### src/hdl/phdm_pkg.sv
// Shared types, constants and the control store for the peak-hold meter.
package phdm_pkg;

  localparam int LEVEL_W = 16;
  localparam int RATIO_W = LEVEL_W + 1;
  localparam int PROD_W  = 2 * LEVEL_W;
  localparam int ACC_W   = 3 * LEVEL_W;
  localparam int CNT_W   = $clog2(LEVEL_W + 2);
  localparam int STEP_W  = 4;

  localparam logic [CNT_W-1:0] CNT_RATIO = CNT_W'(LEVEL_W + 1);
  localparam logic [CNT_W-1:0] CNT_DECAY = CNT_W'(LEVEL_W);

  localparam logic [LEVEL_W-1:0] HOLD_RST = LEVEL_W'(21);
  localparam logic [LEVEL_W-1:0] COLL_RST = LEVEL_W'(69);

  localparam logic [1:0] CMD_UPDATE = 2'd0;
  localparam logic [1:0] CMD_TICK   = 2'd1;
  localparam logic [1:0] CMD_SNAP   = 2'd2;

  localparam logic REG_HOLD = 1'b0;
  localparam logic REG_COLL = 1'b1;

  typedef enum logic [1:0] {
    MODE_IDLE  = 2'd0,
    MODE_HOLD  = 2'd1,
    MODE_DECAY = 2'd2
  } mode_t;

  typedef enum logic [3:0] {
    UOP_ACCEPT,   // take an item and update the trail state
    UOP_SQ_D,     // prod = collapse^2
    UOP_SQ_R,     // divisor = prod, prod = rem^2
    UOP_LO,       // keep rem^2 high half, prod = diff * rem^2 low half
    UOP_HI,       // acc = prod, prod = diff * rem^2 high half
    UOP_SUM,      // acc += prod << LEVEL_W
    UOP_DINIT,    // load divider with acc / divisor
    UOP_DSTEP,    // one restoring division bit
    UOP_GHOST,    // ghost = current + quotient
    UOP_RINIT_C,  // load divider with current ratio
    UOP_RINIT_G,  // save current ratio, load divider with ghost ratio
    UOP_FINISH    // move results to the output register
  } uop_t;

  typedef enum logic [2:0] {
    CND_NEXT,
    CND_WAIT_IN,  // hold until an input beat arrives
    CND_SKIP,     // jump to target when no decay evaluation is due
    CND_LOOP,     // repeat until the division count runs out
    CND_OUT       // hold while the output register is full, then jump
  } cond_t;

  typedef struct packed {
    uop_t              op;
    cond_t             cond;
    logic [STEP_W-1:0] target;
  } ucode_t;

  localparam logic [STEP_W-1:0] ST_ACCEPT  = 4'd0;
  localparam logic [STEP_W-1:0] ST_SQ_D    = 4'd1;
  localparam logic [STEP_W-1:0] ST_SQ_R    = 4'd2;
  localparam logic [STEP_W-1:0] ST_LO      = 4'd3;
  localparam logic [STEP_W-1:0] ST_HI      = 4'd4;
  localparam logic [STEP_W-1:0] ST_SUM     = 4'd5;
  localparam logic [STEP_W-1:0] ST_DINIT   = 4'd6;
  localparam logic [STEP_W-1:0] ST_DDIV    = 4'd7;
  localparam logic [STEP_W-1:0] ST_GHOST   = 4'd8;
  localparam logic [STEP_W-1:0] ST_RINIT_C = 4'd9;
  localparam logic [STEP_W-1:0] ST_CDIV    = 4'd10;
  localparam logic [STEP_W-1:0] ST_RINIT_G = 4'd11;
  localparam logic [STEP_W-1:0] ST_GDIV    = 4'd12;
  localparam logic [STEP_W-1:0] ST_FINISH  = 4'd13;

  function automatic ucode_t ucode(input logic [STEP_W-1:0] addr);
    ucode_t w;
    unique case (addr)
      ST_ACCEPT:  w = '{UOP_ACCEPT,  CND_WAIT_IN, ST_ACCEPT};
      ST_SQ_D:    w = '{UOP_SQ_D,    CND_SKIP,    ST_RINIT_C};
      ST_SQ_R:    w = '{UOP_SQ_R,    CND_NEXT,    ST_ACCEPT};
      ST_LO:      w = '{UOP_LO,      CND_NEXT,    ST_ACCEPT};
      ST_HI:      w = '{UOP_HI,      CND_NEXT,    ST_ACCEPT};
      ST_SUM:     w = '{UOP_SUM,     CND_NEXT,    ST_ACCEPT};
      ST_DINIT:   w = '{UOP_DINIT,   CND_NEXT,    ST_ACCEPT};
      ST_DDIV:    w = '{UOP_DSTEP,   CND_LOOP,    ST_ACCEPT};
      ST_GHOST:   w = '{UOP_GHOST,   CND_NEXT,    ST_ACCEPT};
      ST_RINIT_C: w = '{UOP_RINIT_C, CND_NEXT,    ST_ACCEPT};
      ST_CDIV:    w = '{UOP_DSTEP,   CND_LOOP,    ST_ACCEPT};
      ST_RINIT_G: w = '{UOP_RINIT_G, CND_NEXT,    ST_ACCEPT};
      ST_GDIV:    w = '{UOP_DSTEP,   CND_LOOP,    ST_ACCEPT};
      ST_FINISH:  w = '{UOP_FINISH,  CND_OUT,     ST_ACCEPT};
      default:    w = '{UOP_FINISH,  CND_OUT,     ST_ACCEPT};
    endcase
    return w;
  endfunction

endpackage

### src/hdl/peak_hold_eased_decay_meter.sv
// Level meter with a held ghost peak and quadratic ease-out decay, Q1.16 ratio outputs.
// An item is taken only at the accept step of a small microprogram; its result is
// loaded into the output register at the microprogram's last step, and the next item
// is taken the cycle after that. The microprogram runs a one-bit-per-cycle restoring
// divider once for each ratio (17 steps each) and, when a tick evaluates the decay
// curve, once for the decay fraction (16 steps), after four passes through a shared
// 16x16 multiplier. The output register holds a result until out_ready takes it
// while the next item is already being worked on.
module peak_hold_eased_decay_meter (
  input  logic                            clk,
  input  logic                            rst_n,
  input  logic                            in_valid,
  output logic                            in_ready,
  input  logic [1:0]                      in_command,
  input  logic [phdm_pkg::LEVEL_W-1:0]    in_level,
  input  logic [phdm_pkg::LEVEL_W-1:0]    in_full_scale,
  output logic                            out_valid,
  input  logic                            out_ready,
  output logic [phdm_pkg::RATIO_W-1:0]    out_current_ratio,
  output logic [phdm_pkg::RATIO_W-1:0]    out_ghost_ratio,
  output logic [phdm_pkg::LEVEL_W-1:0]    out_ghost_level,
  output logic [1:0]                      out_trail_mode,
  input  logic                            cfg_we,
  input  logic                            cfg_index,
  input  logic [phdm_pkg::LEVEL_W-1:0]    cfg_wdata
);
  import phdm_pkg::*;

  localparam int L = LEVEL_W;

  logic [L-1:0]        hold_r, hold_nxt, coll_r, coll_nxt;
  logic [L-1:0]        fs_r, fs_nxt, cur_r, cur_nxt, ghost_r, ghost_nxt;
  logic [L-1:0]        start_r, start_nxt, el_r, el_nxt;
  mode_t               mode_r, mode_nxt;
  logic                base_r, base_nxt, need_div_r, need_div_nxt;
  logic [STEP_W-1:0]   step_r, step_nxt;

  logic [PROD_W-1:0]   prod_r, prod_nxt, m_r, m_nxt, r_r, r_nxt;
  logic [L-1:0]        sq_hi_r, sq_hi_nxt;
  logic [ACC_W-1:0]    acc_r, acc_nxt;
  logic [L:0]          s_r, s_nxt, q_r, q_nxt, cr_r, cr_nxt;
  logic [CNT_W-1:0]    cnt_r, cnt_nxt;

  logic                out_valid_r, out_valid_nxt;
  logic [RATIO_W-1:0]  out_cur_r, out_cur_nxt, out_ghr_r, out_ghr_nxt;
  logic [L-1:0]        out_gl_r, out_gl_nxt;
  mode_t               out_mode_r, out_mode_nxt;

  ucode_t              uw;
  logic                out_busy, snap;
  logic [L-1:0]        fs_in, lvl_in, el_inc, g_max, rem, diff, mul_a, mul_b;
  logic [PROD_W-1:0]   mul_p;
  logic [PROD_W:0]     div_t, div_sub;
  logic                div_ge;
  logic [L:0]          g_sum;

  assign uw       = ucode(step_r);
  assign in_ready = (uw.op == UOP_ACCEPT);
  assign out_busy = out_valid_r && !out_ready;

  assign fs_in  = (in_full_scale == '0) ? L'(1) : in_full_scale;
  assign lvl_in = (in_level > fs_in) ? fs_in : in_level;
  assign el_inc = (el_r == '1) ? el_r : el_r + L'(1);
  assign g_max  = (ghost_r < cur_r) ? cur_r : ghost_r;
  assign rem    = coll_r - el_r;
  assign diff   = (start_r > cur_r) ? start_r - cur_r : '0;

  // restoring division: one quotient bit per step
  assign div_t   = {r_r, s_r[L]};
  assign div_ge  = div_t >= {1'b0, m_r};
  assign div_sub = div_t - {1'b0, m_r};
  assign g_sum   = {1'b0, cur_r} + q_r;

  always_comb begin
    unique case (uw.op)
      UOP_SQ_D: begin mul_a = coll_r; mul_b = coll_r;          end
      UOP_SQ_R: begin mul_a = rem;    mul_b = rem;             end
      UOP_LO:   begin mul_a = diff;   mul_b = prod_r[L-1:0];   end
      UOP_HI:   begin mul_a = diff;   mul_b = sq_hi_r;         end
      default:  begin mul_a = '0;     mul_b = '0;              end
    endcase
  end
  assign mul_p = mul_a * mul_b;

  always_comb begin
    hold_nxt      = hold_r;
    coll_nxt      = coll_r;
    fs_nxt        = fs_r;
    cur_nxt       = cur_r;
    ghost_nxt     = ghost_r;
    start_nxt     = start_r;
    el_nxt        = el_r;
    mode_nxt      = mode_r;
    base_nxt      = base_r;
    need_div_nxt  = need_div_r;
    prod_nxt      = prod_r;
    m_nxt         = m_r;
    r_nxt         = r_r;
    sq_hi_nxt     = sq_hi_r;
    acc_nxt       = acc_r;
    s_nxt         = s_r;
    q_nxt         = q_r;
    cr_nxt        = cr_r;
    cnt_nxt       = cnt_r;
    out_valid_nxt = out_busy;
    out_cur_nxt   = out_cur_r;
    out_ghr_nxt   = out_ghr_r;
    out_gl_nxt    = out_gl_r;
    out_mode_nxt  = out_mode_r;
    snap          = 1'b0;

    if (cfg_we) begin
      unique case (cfg_index)
        REG_HOLD: hold_nxt = cfg_wdata;
        REG_COLL: coll_nxt = cfg_wdata;
      endcase
    end

    unique case (uw.cond)
      CND_NEXT:    step_nxt = step_r + STEP_W'(1);
      CND_WAIT_IN: step_nxt = in_valid ? step_r + STEP_W'(1) : step_r;
      CND_SKIP:    step_nxt = need_div_r ? step_r + STEP_W'(1) : uw.target;
      CND_LOOP:    step_nxt = (cnt_r != CNT_W'(1)) ? step_r : step_r + STEP_W'(1);
      CND_OUT:     step_nxt = out_busy ? step_r : uw.target;
      default:     step_nxt = ST_ACCEPT;
    endcase

    unique case (uw.op)
      UOP_ACCEPT: begin
        if (in_valid) begin
          need_div_nxt = 1'b0;
          snap = (in_command == CMD_SNAP) || ((in_command == CMD_UPDATE) && !base_r);
          if (snap) begin
            fs_nxt    = fs_in;
            cur_nxt   = lvl_in;
            ghost_nxt = lvl_in;
            start_nxt = lvl_in;
            el_nxt    = '0;
            mode_nxt  = MODE_IDLE;
            base_nxt  = 1'b1;
          end else if (in_command == CMD_UPDATE) begin
            fs_nxt  = fs_in;
            cur_nxt = lvl_in;
            if ((fs_in != fs_r) || ((lvl_in > cur_r) && (lvl_in >= ghost_r))) begin
              ghost_nxt = lvl_in;
              start_nxt = lvl_in;
              el_nxt    = '0;
              mode_nxt  = MODE_IDLE;
            end else if (lvl_in < cur_r) begin
              // drop: hold at the old peak, go straight to decay, or follow the level if no decay
              start_nxt = g_max;
              ghost_nxt = g_max;
              el_nxt    = '0;
              if (hold_r != '0) begin
                mode_nxt = MODE_HOLD;
              end else if (coll_r == '0) begin
                ghost_nxt = lvl_in;
                mode_nxt  = MODE_IDLE;
              end else begin
                mode_nxt = MODE_DECAY;
              end
            end
          end else if ((in_command == CMD_TICK) && (mode_r != MODE_IDLE)) begin
            el_nxt = el_inc;
            if (mode_r == MODE_HOLD) begin
              if (el_inc >= hold_r) begin
                mode_nxt  = MODE_DECAY;
                el_nxt    = '0;
                start_nxt = ghost_r;
                if (coll_r == '0) begin
                  ghost_nxt = cur_r;
                  mode_nxt  = MODE_IDLE;
                end else begin
                  need_div_nxt = 1'b1;
                end
              end
            end else if ((coll_r == '0) || (el_inc >= coll_r)) begin
              ghost_nxt = cur_r;
              mode_nxt  = MODE_IDLE;
            end else begin
              need_div_nxt = 1'b1;
            end
          end
          if (ghost_nxt < cur_nxt) ghost_nxt = cur_nxt;
          if (ghost_nxt > fs_nxt)  ghost_nxt = fs_nxt;
        end
      end
      UOP_SQ_D: prod_nxt = mul_p;
      UOP_SQ_R: begin
        m_nxt    = prod_r;
        prod_nxt = mul_p;
      end
      UOP_LO: begin
        sq_hi_nxt = prod_r[PROD_W-1:L];
        prod_nxt  = mul_p;
      end
      UOP_HI: begin
        acc_nxt  = {{L{1'b0}}, prod_r};
        prod_nxt = mul_p;
      end
      UOP_SUM: acc_nxt = acc_r + {prod_r, {L{1'b0}}};
      UOP_DINIT: begin
        // quotient is below 2^L, so the upper bits already sit under the divisor
        r_nxt   = acc_r[ACC_W-1:L];
        s_nxt   = {acc_r[L-1:0], 1'b0};
        q_nxt   = '0;
        cnt_nxt = CNT_DECAY;
      end
      UOP_DSTEP: begin
        r_nxt   = div_ge ? div_sub[PROD_W-1:0] : div_t[PROD_W-1:0];
        q_nxt   = {q_r[L-1:0], div_ge};
        s_nxt   = {s_r[L-1:0], 1'b0};
        cnt_nxt = cnt_r - CNT_W'(1);
      end
      UOP_GHOST: ghost_nxt = (g_sum > {1'b0, fs_r}) ? fs_r : g_sum[L-1:0];
      UOP_RINIT_C: begin
        m_nxt   = {{L{1'b0}}, fs_r};
        r_nxt   = {{(L+1){1'b0}}, cur_r[L-1:1]};
        s_nxt   = {cur_r[0], {L{1'b0}}};
        q_nxt   = '0;
        cnt_nxt = CNT_RATIO;
      end
      UOP_RINIT_G: begin
        cr_nxt  = q_r;
        r_nxt   = {{(L+1){1'b0}}, ghost_r[L-1:1]};
        s_nxt   = {ghost_r[0], {L{1'b0}}};
        q_nxt   = '0;
        cnt_nxt = CNT_RATIO;
      end
      UOP_FINISH: begin
        if (!out_busy) begin
          out_valid_nxt = 1'b1;
          out_cur_nxt   = cr_r;
          out_ghr_nxt   = q_r;
          out_gl_nxt    = ghost_r;
          out_mode_nxt  = mode_r;
        end
      end
      default: ;
    endcase
  end

  always_ff @(posedge clk) begin
    if (!rst_n) begin
      step_r      <= ST_ACCEPT;
      hold_r      <= HOLD_RST;
      coll_r      <= COLL_RST;
      fs_r        <= L'(1);
      cur_r       <= '0;
      ghost_r     <= '0;
      start_r     <= '0;
      el_r        <= '0;
      mode_r      <= MODE_IDLE;
      base_r      <= 1'b0;
      need_div_r  <= 1'b0;
      out_valid_r <= 1'b0;
    end else begin
      step_r      <= step_nxt;
      hold_r      <= hold_nxt;
      coll_r      <= coll_nxt;
      fs_r        <= fs_nxt;
      cur_r       <= cur_nxt;
      ghost_r     <= ghost_nxt;
      start_r     <= start_nxt;
      el_r        <= el_nxt;
      mode_r      <= mode_nxt;
      base_r      <= base_nxt;
      need_div_r  <= need_div_nxt;
      out_valid_r <= out_valid_nxt;
    end
  end

  always_ff @(posedge clk) begin
    prod_r     <= prod_nxt;
    m_r        <= m_nxt;
    r_r        <= r_nxt;
    sq_hi_r    <= sq_hi_nxt;
    acc_r      <= acc_nxt;
    s_r        <= s_nxt;
    q_r        <= q_nxt;
    cr_r       <= cr_nxt;
    cnt_r      <= cnt_nxt;
    out_cur_r  <= out_cur_nxt;
    out_ghr_r  <= out_ghr_nxt;
    out_gl_r   <= out_gl_nxt;
    out_mode_r <= out_mode_nxt;
  end

  assign out_valid         = out_valid_r;
  assign out_current_ratio = out_cur_r;
  assign out_ghost_ratio   = out_ghr_r;
  assign out_ghost_level   = out_gl_r;
  assign out_trail_mode    = out_mode_r;

endmodule

### config.mk
export PLATFORM = sky130hd
export DESIGN_NAME = peak_hold_eased_decay_meter
export DESIGN_NICKNAME = d
export VERILOG_FILES = /design/src/hdl/phdm_pkg.sv /design/src/hdl/peak_hold_eased_decay_meter.sv
export SDC_FILE = /design/constraint.sdc
export NUM_CORES = 2
export LEC_CHECK = 0
export ABC_CLOCK_PERIOD_IN_PS = 16600
export BUFFER_PORTS_ARGS = -buffer_cell sky130_fd_sc_hd__buf_2
export CAP_MARGIN = 10
export CORE_AREA = 2 2 269 271
export DETAILED_ROUTE_END_ITERATION = 8
export DIE_AREA = 0 0 271 273
export PLACE_DENSITY = 0.66
export REMOVE_ABC_BUFFERS = 1
export SETUP_SLACK_MARGIN = 0.4
export SLEW_MARGIN = 20
export SYNTH_ARGS = -nofsm -noshare
export SYNTH_HDL_FRONTEND = slang
export SYNTH_SLANG_ARGS = --single-unit
### constraint.sdc
create_clock -name clk -period 16.6 [get_ports clk]
set_input_delay 3.32 -clock clk [delete_from_list [all_inputs] [get_ports clk]]
set_output_delay 3.32 -clock clk [all_outputs]
set_load 0.02 [all_outputs]
### Word-level counts from Yosys, hierarchy flattened

Memory sizes are Yosys's and may differ from the RTL's. A register that Yosys moved wholly into a read port is not among the register bits.
Index checks and enable logic that the tools add are counted.

| cells by class | value |
|---|---|
| $add $sub $neg | 8 |
| $mul | 1 |
| $lt $le $gt $ge | 12 |
| eq/ne operators | 27 |
| multiplexer cells | 81 |
| bitwise operators | 2 |
| reductions and logical operators | 40 |

Operators with widths:

| cell | count |
|---|---|
| 16-bit 2-to-1 mux | 46 |
| 32-bit case mux with 4 select lines | 1 |
| 48-bit case mux with 2 select lines | 1 |
| 17-bit case mux with 4 select lines | 1 |
| 16-bit > comparator | 4 |
| 16-bit case mux with 4 select lines | 1 |
| 32-bit case mux with 2 select lines | 1 |
| 48-bit adder | 1 |
| 16-bit >= comparator | 3 |
| 16-bit < comparator | 3 |
| 16-bit case mux with 3 select lines | 1 |
| 17-bit case mux with 2 select lines | 1 |
| 33-bit by 32-bit >= comparator with 1-bit output | 1 |
| 16-bit logical NOT | 2 |
| 16-bit by 16-bit multiplier with 32-bit output | 1 |
| 32-bit 2-to-1 mux | 1 |
| 16-bit case mux with 2 select lines | 1 |
| 16-bit subtractor | 2 |
| 32-bit subtractor | 1 |
| 4-bit 2-to-1 mux | 6 |
| 2-bit 2-to-1 mux | 10 |
| 4-bit case mux with 5 select lines | 1 |
| 16-bit by 17-bit adder with 17-bit output | 1 |
| 17-bit by 16-bit > comparator with 1-bit output | 1 |
| other kinds (38) | 79 |

| word-level totals | value |
|---|---|
| register bits | 389 |
| ROM bits | 144 |
| input port bits | 56 |
| output and inout bits | 54 |
| word-level logic and storage cells | 197 |
| memories kept | 1 |

Memory list:

| name | depth | width | read ports | clocked after memory_dff | wr ports | RTL line | text |
|---|---|---|---|---|---|---|---|
| (no name shown) | 16 | 9 | 1 | 1 | 0 | phdm_pkg.sv:76 | `unique case (addr)` |

### Longest topological paths before layout

| logic depth | value |
|---|---|
| word-level depth | 20 |
| depth in mapped cells | 48 |
| gate-level depth less buffers | 43 |

### Least setup slack after synthesis

OpenSTA, ideal clock, no wires.

| timing | value |
|---|---|
| path kind | input port to flip-flop |
| from | input port in_full_scale[4] (netlist name) |
| to | register ghost_r[10] |
| library setup time | 0.070 ns |
| arrival | 11.958 ns |
| data required time | 16.530 ns |
| path slack | 4.572 ns |
| stages | 41 |
| buffers on the path | 3 |
| cell sequence | or4_1 -> nor4_2 -> a21o_1 -> ha_1 -> nand4_1 -> nor4_1 -> a31oi_2 -> buf_2 -> mux2i_1 -> inv_1 -> ha_1 -> a2111oi_1 -> or2b_1 -> a211o_1 -> a31oi_4 -> o21ai_1 -> buf_2 -> a221oi_1 -> [5 not listed] -> a211oi_1 -> a211oi_1 -> and2_1 -> a41oi_4 -> mux2i_1 -> ha_1 -> nor2b_1 -> o21a_1 -> o21a_1 -> o21ai_0 -> nand2b_1 -> a21oi_1 -> or2_2 -> a31oi_1 -> nand2b_1 -> clkbuf_1 -> o221ai_1 -> a21oi_1 |

| between the ends | value |
|---|---|
| longest elaborated chain between the ends | 20 |
| elaborated cells between the ends (all ways) | 34 |
| those cells by class | order compare (6); eq/ne (1); mux (24); reduce/logical (3) |

RTL lines:

| item | RTL line | text |
|---|---|---|
| from (decl) | peak_hold_eased_decay_meter.sv:16 | `input logic [phdm_pkg::LEVEL_W-1:0] in_full_scale,` |
| 16-bit logical NOT | peak_hold_eased_decay_meter.sv:61 | `assign fs_in = (in_full_scale == '0) ? L'(1) : in_full_scale;` |
| 16-bit 2-to-1 mux * | peak_hold_eased_decay_meter.sv:61 |  |
| 16-bit > comparator | peak_hold_eased_decay_meter.sv:62 | `assign lvl_in = (in_level > fs_in) ? fs_in : in_level;` |
| 16-bit 2-to-1 mux | peak_hold_eased_decay_meter.sv:62 |  |
| 16-bit > comparator (tied with other cells) | peak_hold_eased_decay_meter.sv:144 | `if ((fs_in != fs_r) \|\| ((lvl_in > cur_r) && (lvl_in >= ghost_r))) begin` |
| 1-bit logical AND or 16-bit 2-to-1 mux (tied branches) | peak_hold_eased_decay_meter.sv:144, peak_hold_eased_decay_meter.sv:154 |  |
| 1-bit logical OR or 16-bit 2-to-1 mux (tied branches) | peak_hold_eased_decay_meter.sv:144, peak_hold_eased_decay_meter.sv:149 |  |
| 16-bit 2-to-1 mux | peak_hold_eased_decay_meter.sv:144 |  |
| [4 not listed] | n/a |  |
| 16-bit < comparator | peak_hold_eased_decay_meter.sv:184 | `if (ghost_nxt < cur_nxt) ghost_nxt = cur_nxt;` |
| 16-bit 2-to-1 mux | peak_hold_eased_decay_meter.sv:184 |  |
| 16-bit 2-to-1 mux | peak_hold_eased_decay_meter.sv:130 | `if (in_valid) begin` |
| 16-bit 2-to-1 mux | peak_hold_eased_decay_meter.sv:128 | `unique case (uw.op)` |
| 16-bit > comparator | peak_hold_eased_decay_meter.sv:185 | `if (ghost_nxt > fs_nxt) ghost_nxt = fs_nxt;` |
| 16-bit 2-to-1 mux * | peak_hold_eased_decay_meter.sv:185 |  |
| 16-bit 2-to-1 mux * | peak_hold_eased_decay_meter.sv:130 |  |
| 16-bit case mux with 2 select lines * | peak_hold_eased_decay_meter.sv:128 |  |
| to (signal assigned) | peak_hold_eased_decay_meter.sv:263 | `ghost_r <= ghost_nxt;` |
| to (decl) | peak_hold_eased_decay_meter.sv:32 | `logic [L-1:0] fs_r, fs_nxt, cur_r, cur_nxt, ghost_r, ghost_nxt;` |

Mark *: on every way between the ends. The rest lies on a longest branch, timed or not. The select of a mux whose other input is x is not followed.
A chain may end at the register's enable or synchronous reset.

### Worst setup path in the final report

| timing | value |
|---|---|
| from | input port in_full_scale[4] (netlist name) |
| to | register ghost_r[9] |

Same word-level chain as after synthesis.

==> results.json <==
{
  "initial_utilization_pct": 49.5,
  "routed_wl_um": 108000,
  "track_usage_pct": 29.0,
  "clk_pin_slew_ps": 60,
  "grt_max_degree": 71,
  "dp_cells": 4820,
  "grt_setup_unrepaired": "no",
  "synth_common_cells": "nand2_1, inv_1, ha_1",
  "startpoint": "in_full_scale[4]",
  "grt_pass1_wl_um": 168000,
  "worst_setup_path_end_kind": "flop",
  "async_flop_share_pct": 0,
  "cts_root_buffer": "clkbuf_16",
  "fin_tns_setup_ps": 0,
  "critPathBufInv": 5,
  "crit_family": "compound AO/OA/AOI/OAI gates",
  "p_per_area_mw_per_mm2": 137,
  "drt_iter0_markers": 2555,
  "htree_levels": 2,
  "grt_overflow": 0,
  "postCtsHoldBufs": 0,
  "yosys.area_share.simple_pct": 15.5,
  "synth-seq-cells": 396,
  "routabilityCongestion": 0.979,
  "ant_nets": 0,
  "rr_worst_depth": 40,
  "ir_worst_vdd_mv": 0.0868,
  "r2r-end": "ghost_r[9]$_SDFFE_PN0P_",
  "antenna_found_initial": 2,
  "area_growth_pct": 9.27,
  "post-route-period-util_pct": 83.4,
  "r2r_start": "el_r[3]$_SDFFE_PN0P_",
  "synthXorXnorAreaFrac_pct": 3.44,
  "muxShareOfSynthArea_pct": 3.19,
  "ys.flop_type": "edfxtp_1",
  "cellLeakagePower_nw": 16.6,
  "hold_viol": 0,
  "dp_hpwl_um": 81700,
  "coreArea_mm2": 0.0710,
  "max_freq_ghz": 0.0723,
  "wire_per_inst_um": 22.0,
  "port_buffers": 109,
  "first_global_vias": 28300,
  "cts_resized": 0,
  "drc": 0,
  "synth.top_cell.area_share_pct": 22.8,
  "rows": 98,
  "layoutNonFillerInstCount": 4907,
  "layout_min_cycle_time_ps": 13840,
  "synth_fa_ha_area_share_pct": 24.4,
  "arrival_ps": 14390,
  "clk-insertion-delay-late_ps": 620,
  "cp_max_fo": 25,
  "path_depth": 42,
  "cts.sinks": 396,
  "synth_compound_area_share_pct": 17.2,
  "n_fill_cell": 6478,
  "synth_area_per_cell_um2": 9.11,
  "ioPinCount": 110,
  "synth_area_leaders": "edfxtp_1, ha_1, fa_1, dfxtp_1, nand2_1",
  "synth_edf_count": 267,
  "clock_path_buffers": 3,
  "finalMaxSlewViolations": 0,
  "path_common_cell": "ha_1",
  "cp.required_ps": 17150,
  "fin_skew_ps": 21.0,
  "syn_area_mm2": 0.0351,
  "slew_headroom_pct": 24.4,
  "crit_slowest_cell": "a21oi_1",
  "nets": 4540,
  "cp_slowest_stage_delay_ps": 720,
  "die_h_um": 273,
  "vias": 29300,
  "synthCells": 3857,
  "hold_path_class": "flop to flop",
  "ys_seq_area_share_pct": 30.2,
  "cts_tree": "done",
  "yosysMostFrequentCell": "nand2_1",
  "worst_slew_pin_slew_ps": 1130,
  "cts_made_buffers": 46,
  "drv_cap": 0,
  "crit_type": "input pin to flop",
  "die_w_um": 271,
  "outcome": "completed",
  "synth_top_family_by_area": "adder cells",
  "worst_setup_path_start_kind": "input pin",
  "r2r_slack_ps": 5500,
  "drive_gt1_share_pct": 7.74,
  "dieArea_mm2": 0.0740,
  "avgViaCountPerCell": 5.96,
  "crit_path_end": "ghost_r[9]$_SDFFE_PN0P_",
  "setup_viol": 0,
  "post_cts_buffers": 0,
  "drtPass1Iterations": 6,
  "yosys_warnings": 0,
  "synth_top_cell_by_area": "edfxtp_1",
  "synthDistinctLibCells": 90
}
## registers in the layout, indices dropped and copies added (netlist names), 17 cells and up
register,cells
acc_r,48
m_r,32
prod_r,32
r_r,32
cr_r,17
out_current_ratio,17
out_ghost_ratio,17
q_r,17
## final cells by class
class,instances,area [um2],share of cell area (%)
timing repair buffer,165,978,2.55
inverter,418,1570,4.09
clock buffer,59,1230,3.20
clock inverter,26,337,0.877
tap,950,1190,3.10
antenna,1,2.50,0.00652
multi-input combinational,2892,22500,58.6
sequential,396,10600,27.6
## worst register-to-register path: cells and delay by family, from the launching register on
kind            cells  cell delay, ps
simple gates       14            3920
compound gates     19            4700
xor+xnor            1             190
flops               1             420
mux                 1             230
buf+inv             2             640
fa+ha+maj           3             940
## placed cells by master (no fill, tap or decap), types with 46 or more instances in the layout
master     Yosys  final
nor2_1       244    236
o21ai_0      176    175
and2_1        66     66
mux2i_1       87     87
a21oi_1      270    269
xnor2_1       77     77
nor2b_1       93     93
inv_1        418    417
buf_4          0     55
dfxtp_1      129    129
xor2_1        61     61
edfxtp_1     267    267
clkbuf_16      0     46
buf_2          6    109
fa_1         199    199
nand3_1       71     71
nand2_1      458    458
ha_1         366    366
a21o_1        92     91
## kinds of logic (layout without fill, tap and decap cells)
logic type | after synthesis | after routing
adder cells (fa/ha/maj) | 565 | 565
AND/OR/NAND/NOR | 1165 | 1165
multiplexers | 109 | 109
XOR/XNOR | 138 | 138
AO/OA/AOI/OAI | 915 | 915
flip-flops | 396 | 396
other | 0 | 1
buffers and inverters | 569 | 668
## worst min-delay path by stage
stage	start	end	slack (ps)	cells past startpoint
floorplan	cr_r[0]$_DFFE_PN_	out_current_ratio[0]$_DFFE_PP_	400	0
global placement	cr_r[2]$_DFFE_PN_	out_current_ratio[2]$_DFFE_PP_	400	0
detailed placement	cr_r[12]$_DFFE_PN_	out_current_ratio[12]$_DFFE_PP_	400	0
CTS	cr_r[11]$_DFFE_PN_	out_current_ratio[11]$_DFFE_PP_	420	0
global route	cr_r[4]$_DFFE_PN_	out_current_ratio[4]$_DFFE_PP_	430	0
finish	cr_r[12]$_DFFE_PN_	out_current_ratio[12]$_DFFE_PP_	420	0
## where the power goes
group	internal (mW)	leakage [nW]	switching, mW	total (mW)
clock	0.624	0.763	0.449	1.07
sequential	1.29	3.52	0.251	1.54
combinational	0.974	12.3	1.67	2.65
## per-layer routing
| layer | GRT usage (%) | wire length [um] | vias to the layer above |
|---|---|---|---|
| li1 | - | - | 13700 |
| met1 | 39.3 | 46600 | 14200 |
| met2 | 46.8 | 49000 | 1138 |
| met3 | 4.03 | 7770 | 197 |
| met4 | 12.0 | 4710 | 2 |
| met5 | 0 | 7 | - |
## per-stage QoR
| stage | power [mW] | area, um2 | hold WS (ps) | setup slack [ps] | util [%] |
|---|---|---|---|---|---|
| 2_1_floorplan | 3.24 | 34600 | 400 | 3480 | - |
| 3_3_place_gp | 4.11 | 36800 | 401 | 2570 | 51.8 |
| 3_5_place_dp | 4.13 | 36800 | 405 | 2440 | 51.8 |
| 4_1_cts | 5.22 | 38400 | 419 | 3040 | 54.0 |
| 5_1_grt | 5.60 | 38400 | 430 | 1900 | 54.1 |
| 6_report | 5.26 | 38400 | 417 | 2760 | 54.1 |
(Power assumes the default switching activity.)
